===== src/hw/rtl/assert_macros.svh =====
// Assertion helpers shared by the deframer modules.
// Each module that uses them has aclk and aresetn in scope.
`ifndef ASSERT_MACROS_SVH
`define ASSERT_MACROS_SVH

// Property must hold at every clock edge outside reset
`define BSFD_ASSERT(label, prop, msg) \
    label: assert property (@(posedge aclk) disable iff (!aresetn) (prop)) \
        else $error(msg);

// Expression must never be true outside reset
`define BSFD_ASSERT_NEVER(label, expr, msg) \
    label: assert property (@(posedge aclk) disable iff (!aresetn) !(expr)) \
        else $error(msg);

`endif


===== src/hw/rtl/bsfd_pkg.sv =====
package bsfd_pkg;

    // Largest payload length accepted in the length field (bytes)
    localparam int MAX_FRAME_BYTES_DEF = 256;

    // Entries in the event queue between front and back
    localparam int QUEUE_DEPTH = 4;

    // Configuration register indexes
    localparam logic [1:0] CFG_SYNC_PATTERN   = 2'd0;
    localparam logic [1:0] CFG_SYNC_TOLERANCE = 2'd1;
    localparam logic [1:0] CFG_FRAME_LIMIT    = 2'd2;

    // Event kinds
    localparam logic [1:0] EVT_SYNC    = 2'd0;
    localparam logic [1:0] EVT_PAYLOAD = 2'd1;
    localparam logic [1:0] EVT_GOOD    = 2'd2;
    localparam logic [1:0] EVT_BAD     = 2'd3;

    // One result event
    typedef struct packed {
        logic [1:0]  event_kind;
        logic [7:0]  byte_value;
        logic [15:0] frame_length;
        logic [7:0]  expected_sum;
        logic        length_rejected;
        logic        halted_now;
    } bsfd_event_t;

endpackage


===== src/hw/rtl/bit_serial_frame_deframer.sv =====
// Channel    | Dir | Payload
// -----------+-----+----------------------------------------------------------
// s_*        | in  | tdata: rx_bit_value [0], zero [7:1]
// m_*        | out | tdata: byte, length, sum, rejected, halted; tuser: kind
// cfg_*      | in  | register write: index 0 pattern, 1 tolerance, 2 limit
//
// One received bit is accepted per cycle; the event a bit causes passes from
// the front decode into the queue, then into the output register.
// The front stalls only when the four-entry event queue is full.
// Reset is synchronous, active low; no clearing pass is needed after it.
// After the frame limit is reached, bits are still accepted but discarded.
module bit_serial_frame_deframer import bsfd_pkg::*; #(
    parameter int MAX_FRAME_BYTES = MAX_FRAME_BYTES_DEF
) (
    input  logic        aclk,
    input  logic        aresetn,
    // configuration writes
    input  logic        cfg_wr_en,
    input  logic [1:0]  cfg_index,
    input  logic [31:0] cfg_data,
    // input bits
    input  logic        s_tvalid,
    output logic        s_tready,
    input  logic [7:0]  s_tdata,   // [0] rx_bit_value
    // result events
    output logic        m_tvalid,
    input  logic        m_tready,
    output logic [39:0] m_tdata,   // [7:0] byte_value, [23:8] frame_length,
                                   // [31:24] expected_sum, [32] length_rejected,
                                   // [33] halted_now
    output logic [1:0]  m_tuser    // [1:0] event_kind
);

    logic        evt_valid;
    bsfd_event_t evt;
    logic        q_ready;
    logic        q_pop;
    logic        head_valid;
    bsfd_event_t head_evt;

    assign s_tready = q_ready;

    // front: bit decode and frame sequencing
    bsfd_front #(
        .MAX_FRAME_BYTES (MAX_FRAME_BYTES)
    ) u_front (
        .aclk      (aclk),
        .aresetn   (aresetn),
        .cfg_wr_en (cfg_wr_en),
        .cfg_index (cfg_index),
        .cfg_data  (cfg_data),
        .in_valid  (s_tvalid),
        .in_bit    (s_tdata[0]),
        .in_ready  (q_ready),
        .evt_valid (evt_valid),
        .evt       (evt)
    );

    // event queue
    bsfd_queue u_queue (
        .aclk       (aclk),
        .aresetn    (aresetn),
        .push       (evt_valid),
        .push_evt   (evt),
        .push_ready (q_ready),
        .pop        (q_pop),
        .head_valid (head_valid),
        .head_evt   (head_evt)
    );

    // back: output register
    bsfd_back u_back (
        .aclk       (aclk),
        .aresetn    (aresetn),
        .head_valid (head_valid),
        .head_evt   (head_evt),
        .pop        (q_pop),
        .m_tvalid   (m_tvalid),
        .m_tready   (m_tready),
        .m_tdata    (m_tdata),
        .m_tuser    (m_tuser)
    );

endmodule


===== src/hw/rtl/bsfd_front.sv =====
module bsfd_front import bsfd_pkg::*; #(
    parameter int MAX_FRAME_BYTES = MAX_FRAME_BYTES_DEF
) (
    input  logic        aclk,
    input  logic        aresetn,
    input  logic        cfg_wr_en,
    input  logic [1:0]  cfg_index,
    input  logic [31:0] cfg_data,
    input  logic        in_valid,
    input  logic        in_bit,
    input  logic        in_ready,
    output logic        evt_valid,
    output bsfd_event_t evt
);

    `include "assert_macros.svh"

    localparam logic [1:0] PH_SEARCH  = 2'd0;
    localparam logic [1:0] PH_LENGTH  = 2'd1;
    localparam logic [1:0] PH_PAYLOAD = 2'd2;
    localparam logic [1:0] PH_CHECK   = 2'd3;

    localparam logic [15:0] LEN_MAX = 16'(MAX_FRAME_BYTES);

    // configuration registers
    logic [31:0] pattern_reg;
    logic [5:0]  tol_reg;
    logic [31:0] limit_reg;

    // deframer state
    logic [1:0]  phase_reg,   phase_next;
    logic [31:0] win_reg,     win_next;
    logic [15:0] len_reg,     len_next;
    logic [3:0]  fcnt_reg,    fcnt_next;
    logic [2:0]  bitcnt_reg,  bitcnt_next;
    logic [15:0] bytecnt_reg, bytecnt_next;
    logic [7:0]  asm_reg,     asm_next;
    logic [7:0]  xor_reg,     xor_next;
    logic [7:0]  chk_reg,     chk_next;
    logic [31:0] good_reg,    good_next;
    logic        halted_reg,  halted_next;

    logic        accept;
    logic [31:0] win_shift;
    logic [31:0] diff;
    logic [2:0]  nib_cnt [8];
    logic [5:0]  ham_dist;
    logic [15:0] len_shift;
    logic [7:0]  asm_shift;
    logic [7:0]  chk_shift;
    logic [7:0]  xor_upd;
    logic [15:0] bytecnt_inc;
    logic [31:0] good_inc;

    assign accept = in_valid & in_ready;

    // configuration writes, unknown indexes ignored
    always_ff @(posedge aclk) begin
        if (!aresetn) begin
            pattern_reg <= '0;
            tol_reg     <= '0;
            limit_reg   <= 32'd1;
        end else if (cfg_wr_en) begin
            case (cfg_index)
                CFG_SYNC_PATTERN:   pattern_reg <= cfg_data;
                CFG_SYNC_TOLERANCE: tol_reg     <= cfg_data[5:0];
                CFG_FRAME_LIMIT:    limit_reg   <= cfg_data;
                default: ;
            endcase
        end
    end

    // shifted field values and Hamming distance of the new window
    assign win_shift   = {win_reg[30:0], in_bit};
    assign len_shift   = {len_reg[14:0], in_bit};
    assign asm_shift   = {asm_reg[6:0], in_bit};
    assign chk_shift   = {chk_reg[6:0], in_bit};
    assign xor_upd     = xor_reg ^ asm_shift;
    assign bytecnt_inc = bytecnt_reg + 16'd1;
    assign good_inc    = (good_reg == '1) ? good_reg : good_reg + 32'd1;
    assign diff        = win_shift ^ pattern_reg;

    always_comb begin
        ham_dist = '0;
        for (int i = 0; i < 8; i++) begin
            nib_cnt[i] = 3'(diff[4*i]) + 3'(diff[4*i+1])
                       + 3'(diff[4*i+2]) + 3'(diff[4*i+3]);
        end
        for (int i = 0; i < 8; i++) begin
            ham_dist = ham_dist + 6'(nib_cnt[i]);
        end
    end

    // phase sequencing and event generation
    always_comb begin
        phase_next   = phase_reg;
        win_next     = win_reg;
        len_next     = len_reg;
        fcnt_next    = fcnt_reg;
        bitcnt_next  = bitcnt_reg;
        bytecnt_next = bytecnt_reg;
        asm_next     = asm_reg;
        xor_next     = xor_reg;
        chk_next     = chk_reg;
        good_next    = good_reg;
        halted_next  = halted_reg;
        evt_valid    = 1'b0;
        evt          = '0;

        if (accept && !halted_reg) begin
            case (phase_reg)
                PH_SEARCH: begin
                    win_next = win_shift;
                    if (ham_dist <= tol_reg) begin
                        phase_next   = PH_LENGTH;
                        len_next     = '0;
                        fcnt_next    = '0;
                        bitcnt_next  = '0;
                        bytecnt_next = '0;
                        asm_next     = '0;
                        xor_next     = '0;
                        chk_next     = '0;
                        evt_valid    = 1'b1;
                        evt.event_kind = EVT_SYNC;
                    end
                end
                PH_LENGTH: begin
                    len_next  = len_shift;
                    fcnt_next = fcnt_reg + 4'd1;
                    if (fcnt_reg == 4'd15) begin
                        fcnt_next = '0;
                        if (len_shift > LEN_MAX) begin
                            // oversize length: report and search again
                            phase_next = PH_SEARCH;
                            win_next   = '0;
                            evt_valid  = 1'b1;
                            evt.event_kind      = EVT_BAD;
                            evt.frame_length    = len_shift;
                            evt.length_rejected = 1'b1;
                        end else if (len_shift == '0) begin
                            phase_next = PH_CHECK;
                        end else begin
                            phase_next = PH_PAYLOAD;
                        end
                    end
                end
                PH_PAYLOAD: begin
                    asm_next    = asm_shift;
                    bitcnt_next = bitcnt_reg + 3'd1;
                    if (bitcnt_reg == 3'd7) begin
                        asm_next     = '0;
                        xor_next     = xor_upd;
                        bytecnt_next = bytecnt_inc;
                        if (bytecnt_inc == len_reg) begin
                            phase_next = PH_CHECK;
                            fcnt_next  = '0;
                            chk_next   = '0;
                        end
                        evt_valid = 1'b1;
                        evt.event_kind   = EVT_PAYLOAD;
                        evt.byte_value   = asm_shift;
                        evt.frame_length = len_reg;
                        evt.expected_sum = xor_upd;
                    end
                end
                PH_CHECK: begin
                    chk_next  = chk_shift;
                    fcnt_next = fcnt_reg + 4'd1;
                    if (fcnt_reg == 4'd7) begin
                        fcnt_next  = '0;
                        phase_next = PH_SEARCH;
                        win_next   = '0;
                        evt_valid  = 1'b1;
                        evt.byte_value   = chk_shift;
                        evt.frame_length = len_reg;
                        evt.expected_sum = xor_reg;
                        if (chk_shift == xor_reg) begin
                            evt.event_kind = EVT_GOOD;
                            good_next      = good_inc;
                            if (limit_reg != '0 && good_inc >= limit_reg) begin
                                halted_next    = 1'b1;
                                evt.halted_now = 1'b1;
                            end
                        end else begin
                            evt.event_kind = EVT_BAD;
                        end
                    end
                end
                default: begin
                    phase_next = PH_SEARCH;
                end
            endcase
        end
    end

    always_ff @(posedge aclk) begin
        if (!aresetn) begin
            phase_reg   <= PH_SEARCH;
            win_reg     <= '0;
            len_reg     <= '0;
            fcnt_reg    <= '0;
            bitcnt_reg  <= '0;
            bytecnt_reg <= '0;
            asm_reg     <= '0;
            xor_reg     <= '0;
            chk_reg     <= '0;
            good_reg    <= '0;
            halted_reg  <= 1'b0;
        end else begin
            phase_reg   <= phase_next;
            win_reg     <= win_next;
            len_reg     <= len_next;
            fcnt_reg    <= fcnt_next;
            bitcnt_reg  <= bitcnt_next;
            bytecnt_reg <= bytecnt_next;
            asm_reg     <= asm_next;
            xor_reg     <= xor_next;
            chk_reg     <= chk_next;
            good_reg    <= good_next;
            halted_reg  <= halted_next;
        end
    end

    // once halted, no further events
    `BSFD_ASSERT(a_halt_silent, halted_reg |-> !evt_valid, "event after halt")
    // sync events only come out of the search phase
    `BSFD_ASSERT(a_sync_from_search, (evt_valid && evt.event_kind == EVT_SYNC) |-> (phase_reg == PH_SEARCH), "sync event outside search")
    // length rejection is always a bad-frame event
    `BSFD_ASSERT_NEVER(a_rej_kind, evt_valid && evt.length_rejected && evt.event_kind != EVT_BAD, "rejection with wrong kind")

endmodule


===== src/hw/rtl/bsfd_queue.sv =====
module bsfd_queue import bsfd_pkg::*; (
    input  logic        aclk,
    input  logic        aresetn,
    input  logic        push,
    input  bsfd_event_t push_evt,
    output logic        push_ready,
    input  logic        pop,
    output logic        head_valid,
    output bsfd_event_t head_evt
);

    `include "assert_macros.svh"

    localparam int AW = $clog2(QUEUE_DEPTH);
    localparam int CW = $clog2(QUEUE_DEPTH + 1);
    localparam logic [AW-1:0] LAST_PTR = AW'(QUEUE_DEPTH - 1);
    localparam logic [CW-1:0] FULL_CNT = CW'(QUEUE_DEPTH);

    bsfd_event_t     mem_reg [QUEUE_DEPTH];
    logic [AW-1:0]   wr_ptr_reg, wr_ptr_next;
    logic [AW-1:0]   rd_ptr_reg, rd_ptr_next;
    logic [CW-1:0]   count_reg,  count_next;
    logic            do_push, do_pop;

    assign push_ready = (count_reg != FULL_CNT);
    assign head_valid = (count_reg != '0);
    assign head_evt   = mem_reg[rd_ptr_reg];
    assign do_push    = push & push_ready;
    assign do_pop     = pop & head_valid;

    // pointer and occupancy update
    always_comb begin
        wr_ptr_next = wr_ptr_reg;
        rd_ptr_next = rd_ptr_reg;
        count_next  = count_reg;
        if (do_push) begin
            wr_ptr_next = (wr_ptr_reg == LAST_PTR) ? '0 : wr_ptr_reg + AW'(1);
        end
        if (do_pop) begin
            rd_ptr_next = (rd_ptr_reg == LAST_PTR) ? '0 : rd_ptr_reg + AW'(1);
        end
        case ({do_push, do_pop})
            2'b10:   count_next = count_reg + CW'(1);
            2'b01:   count_next = count_reg - CW'(1);
            default: count_next = count_reg;
        endcase
    end

    always_ff @(posedge aclk) begin
        if (!aresetn) begin
            wr_ptr_reg <= '0;
            rd_ptr_reg <= '0;
            count_reg  <= '0;
        end else begin
            wr_ptr_reg <= wr_ptr_next;
            rd_ptr_reg <= rd_ptr_next;
            count_reg  <= count_next;
        end
    end

    // event storage
    always_ff @(posedge aclk) begin
        if (do_push) begin
            mem_reg[wr_ptr_reg] <= push_evt;
        end
    end

    // the front must stall rather than push into a full queue
    `BSFD_ASSERT(a_no_overflow, push |-> push_ready, "push into full queue")
    // a lone push grows the occupancy by exactly one
    `BSFD_ASSERT(a_push_count, (do_push && !do_pop) |=> (count_reg == $past(count_reg) + CW'(1)), "occupancy mismatch")

endmodule


===== src/hw/rtl/bsfd_back.sv =====
module bsfd_back import bsfd_pkg::*; (
    input  logic        aclk,
    input  logic        aresetn,
    input  logic        head_valid,
    input  bsfd_event_t head_evt,
    output logic        pop,
    output logic        m_tvalid,
    input  logic        m_tready,
    output logic [39:0] m_tdata,
    output logic [1:0]  m_tuser
);

    bsfd_event_t out_reg;
    logic        valid_reg, valid_next;

    // load a new event whenever the output register is free or draining
    assign pop        = head_valid & (~valid_reg | m_tready);
    assign valid_next = pop | (valid_reg & ~m_tready);

    always_ff @(posedge aclk) begin
        if (!aresetn) begin
            valid_reg <= 1'b0;
        end else begin
            valid_reg <= valid_next;
        end
    end

    always_ff @(posedge aclk) begin
        if (pop) begin
            out_reg <= head_evt;
        end
    end

    // pack the output transaction
    assign m_tvalid = valid_reg;
    assign m_tuser  = out_reg.event_kind;
    assign m_tdata  = {6'b0, out_reg.halted_now, out_reg.length_rejected,
                       out_reg.expected_sum, out_reg.frame_length, out_reg.byte_value};

endmodule

===== config.mk =====
export PLATFORM = sky130hd
export DESIGN_NAME = bit_serial_frame_deframer
export DESIGN_NICKNAME = d
export VERILOG_FILES = /design/src/hw/rtl/bsfd_pkg.sv /design/src/hw/rtl/bit_serial_frame_deframer.sv /design/src/hw/rtl/bsfd_front.sv /design/src/hw/rtl/bsfd_queue.sv /design/src/hw/rtl/bsfd_back.sv
export VERILOG_INCLUDE_DIRS = /design/src /design/src/hw/rtl
export SDC_FILE = /design/constraint.sdc
export NUM_CORES = 1
export LEC_CHECK = 0
export ABC_AREA = 1
export BUFFER_PORTS_ARGS = -buffer_cell sky130_fd_sc_hd__clkbuf_2
export CAP_MARGIN = 0
export CORE_MARGIN = 1.5
export CORE_UTILIZATION = 25
export CTS_BUF_LIST = sky130_fd_sc_hd__clkbuf_8
export CTS_CLUSTER_DIAMETER = 200
export DETAILED_ROUTE_END_ITERATION = 7
export PLACE_DENSITY = 0.46
export SLEW_MARGIN = 0
export SYNTH_ARGS = -nofsm -noshare
export SYNTH_HDL_FRONTEND = slang
export SYNTH_SLANG_ARGS = --single-unit

===== constraint.sdc =====
create_clock -name aclk -period 11.85 [get_ports aclk]
set_clock_uncertainty 0.15 [all_clocks]
set_input_delay 0 -clock aclk [delete_from_list [all_inputs] [get_ports aclk]]
set_output_delay 0 -clock aclk [all_outputs]
set_load 0.03 [all_outputs]

==> impl_metrics.json <==
{
  "status": "finished, violations left",
  "violations": "design-rule violations",
  "first_pass_iters": 8,
  "ys_seq_area_share_pct": 51.0,
  "synth-seq-cells": 385,
  "fin_area_um2": 22000,
  "grt_max_degree": 81,
  "endpoint_kind": "flop",
  "cp.arrival_ns": 9.00,
  "grt_pass1_wl_um": 78900,
  "ir_drop_v": 0.000117,
  "rows": 100,
  "cp_max_fo": 22,
  "fin_cells": 3239,
  "grtUsageTotal_pct": 12.9,
  "place_inst": 3058,
  "layout-drive-gt1-share_pct": 10.5,
  "drc": 1,
  "initial_utilization_pct": 25.2,
  "die_y_um": 276,
  "drtIter0Drc": 955,
  "rsz0062_at_grt": "no",
  "synthFlopType": "dfxtp_1",
  "first_global_vias": 14500,
  "clk_latency_ns": 0.66,
  "async_flop_share_pct": 0,
  "regArea_um2": 9510,
  "p_total_mw": 4.54,
  "cts_setup_buffers": 0,
  "syn_area_per_cell_um2": 8.91,
  "place_hpwl_um": 33500,
  "slowest_delay_ns": 0.63,
  "placed_area_um2": 20000,
  "synth_edf_count": 180,
  "area_growth_pct": 17.7,
  "cts_buffers": 72,
  "avgRoutedWirePerCell_um": 15.3,
  "grt_util_met2_pct": 20.8,
  "cp_data_required_time_ns": 12.20,
  "finalSetupViolCount": 0,
  "viasPerCell": 4.59,
  "clock-sinks": 385,
  "synthCells": 2094,
  "port_buffers": 77,
  "crit_type": "flop to flop",
  "place_congestion": 0.846,
  "pin_count": 91,
  "grt_remaining_overflow": 0,
  "ys_types": 47,
  "fin_util_pct": 29.6,
  "root_buffer": "clkbuf_8",
  "htree_levels": 3,
  "largest_reg_flops": 144,
  "fin_crit_sh_pct": 73.0,
  "crit_top_cell": "fa_1",
  "clk_pin_slew_worst_paths_ns": 0.06,
  "synth_warnings": 0,
  "nFillCells": 7804,
  "p_leak_nw": 8.58,
  "slew_violations": 0,
  "grt.busiest_layer": "met2",
  "dr_total_vias": 14900,
  "antenna_found_initial": 2,
  "core_um2": 74200,
  "dieArea_um2": 76300,
  "critical-path-top-delay-family": "adder cells",
  "final_nets": 2362,
  "start_kind": "flop",
  "setup_tns_ns": 0,
  "critPathBufInv": 4,
  "timing.reg2reg.setup_slack_ns": 3.20,
  "hold_viol": 0,
  "drt_wl_total_um": 49500,
  "multi_input_area_um2": 8000,
  "worstMarginPinSlew_ns": 1.43,
  "syn_area_um2": 18700,
  "grt_util_met3_pct": 2.48,
  "cap_violations": 0,
  "cpMaxStageDelayCell": "nand2_1",
  "cts_buffer_depth": 3,
  "cts_tree": "yes",
  "die_w_um": 276,
  "grtUsageMet1_pct": 17.4,
  "p_per_area_nw_per_um2": 206,
  "min_period_ns": 8.65,
  "ant_nets": 0,
  "hold_path_class": "primary input to flop",
  "relSlewSlack_pct": 4.31,
  "timing.fmax_mhz": 116
}
timing repair:
action	4_1_cts	5_1_grt
hold buffers	51	0
gates resized for setup	0	0
hold endpoints to repair	103	0
endpoints found under the setup margin	0	0
worst min-delay path: stages:
cell	delay [ns]
dlygate4sd3_1	0.52
clkbuf_2	0.12
o21ai_0	0.09
nor2_1	0.08
cells in the final DEF (no fill, tap or decap), types with 37 or more instances in the layout:
cell,count
nand2_1,267
edfxtp_1,180
nor2_1,230
dlygate4sd3_1,51
xor2_1,50
dfxtp_1,204
o22ai_1,37
o21ai_0,198
clkbuf_8,81
inv_1,233
nand3_1,130
clkbuf_2,76
ha_1,78
a21oi_1,169
nand4_1,39
synthesized netlist by cell type, drive strengths merged (3+ instances only):
| cell type | count | area [µm²] |
|---|---|---|
| nand2 | 278 | 1080 |
| nor2 | 248 | 988 |
| o21ai | 217 | 1110 |
| inv | 210 | 788 |
| dfxtp | 205 | 4100 |
| edfxtp | 180 | 5410 |
| a21oi | 170 | 855 |
| nand3 | 132 | 666 |
| ha | 78 | 976 |
| clkbuf | 77 | 289 |
| xor2 | 50 | 438 |
| nand4 | 39 | 244 |
| o22ai | 37 | 231 |
| xnor2 | 29 | 254 |
| buf | 28 | 149 |
| nor3 | 25 | 135 |
| fa | 23 | 460 |
| a31oi | 14 | 87.6 |
| nor4 | 14 | 87.6 |
| o211ai | 9 | 67.6 |
| o32ai | 7 | 61.3 |
| a211oi | 6 | 45.0 |
| a32oi | 5 | 43.8 |
| a22oi | 3 | 22.5 |
final timing paths:
kind                                    startpoint                     end  cells after the start
worst min-delay path                   cfg_data[9]  u_front.pattern_reg[9]                      4
worst max-delay path            u_front.win_reg[3]    u_queue.count_reg[2]                     31
worst max register to register  u_front.win_reg[3]    u_queue.count_reg[2]                     31
worst min register to register  u_front.tol_reg[0]      u_front.tol_reg[0]                      2
report_power, final:
group          switching [mW]  internal, mW
combinational            1.14         0.392
clock                   0.584         0.679
sequential             0.0622          1.68
metrics by stage:
step           hold slack, ns  worst slack (ns)
6_report               0.0581              3.20
4_1_cts               0.00947              3.15
5_1_grt                0.0490              2.61
3_3_place_gp            0.137              3.15
2_1_floorplan          0.0158              3.65
3_5_place_dp            0.145              3.19
layout make-up:
class                           count  share of cell area, %
Antenna cell                        1                 0.0114
Timing Repair Buffer              146                   4.70
Inverter                          210                   3.59
Clock inverter                     48                   1.41
Tap cell                          969                   5.52
Clock buffer                       81                   5.08
Sequential cell                   385                   43.3
Multi-Input combinational cell   1399                   36.4
kinds of logic (layout without fill, tap and decap cells):
family / Yosys count / count (layout) / synth area share, %
AO/OA/AOI/OAI: 474 / 474 / 13.8
XOR/XNOR: 79 / 79 / 3.71
adder cells (fa/ha/maj): 101 / 101 / 7.70
buffers and inverters: 315 / 485 / 6.57
flip-flops: 385 / 385 / 51.0
other: 1 / 7 / 0.0201
AND/OR/NAND/NOR: 739 / 739 / 17.3
metal layers:
layer / up-vias / part of all wire (%)
met4: 2 / 2.1
met2: 330 / 46
met3: 78 / 4.5
met1: 7041 / 48
met5: - / 0.022
li1: 7413 / -
Power figures use the tool's default switching activity.
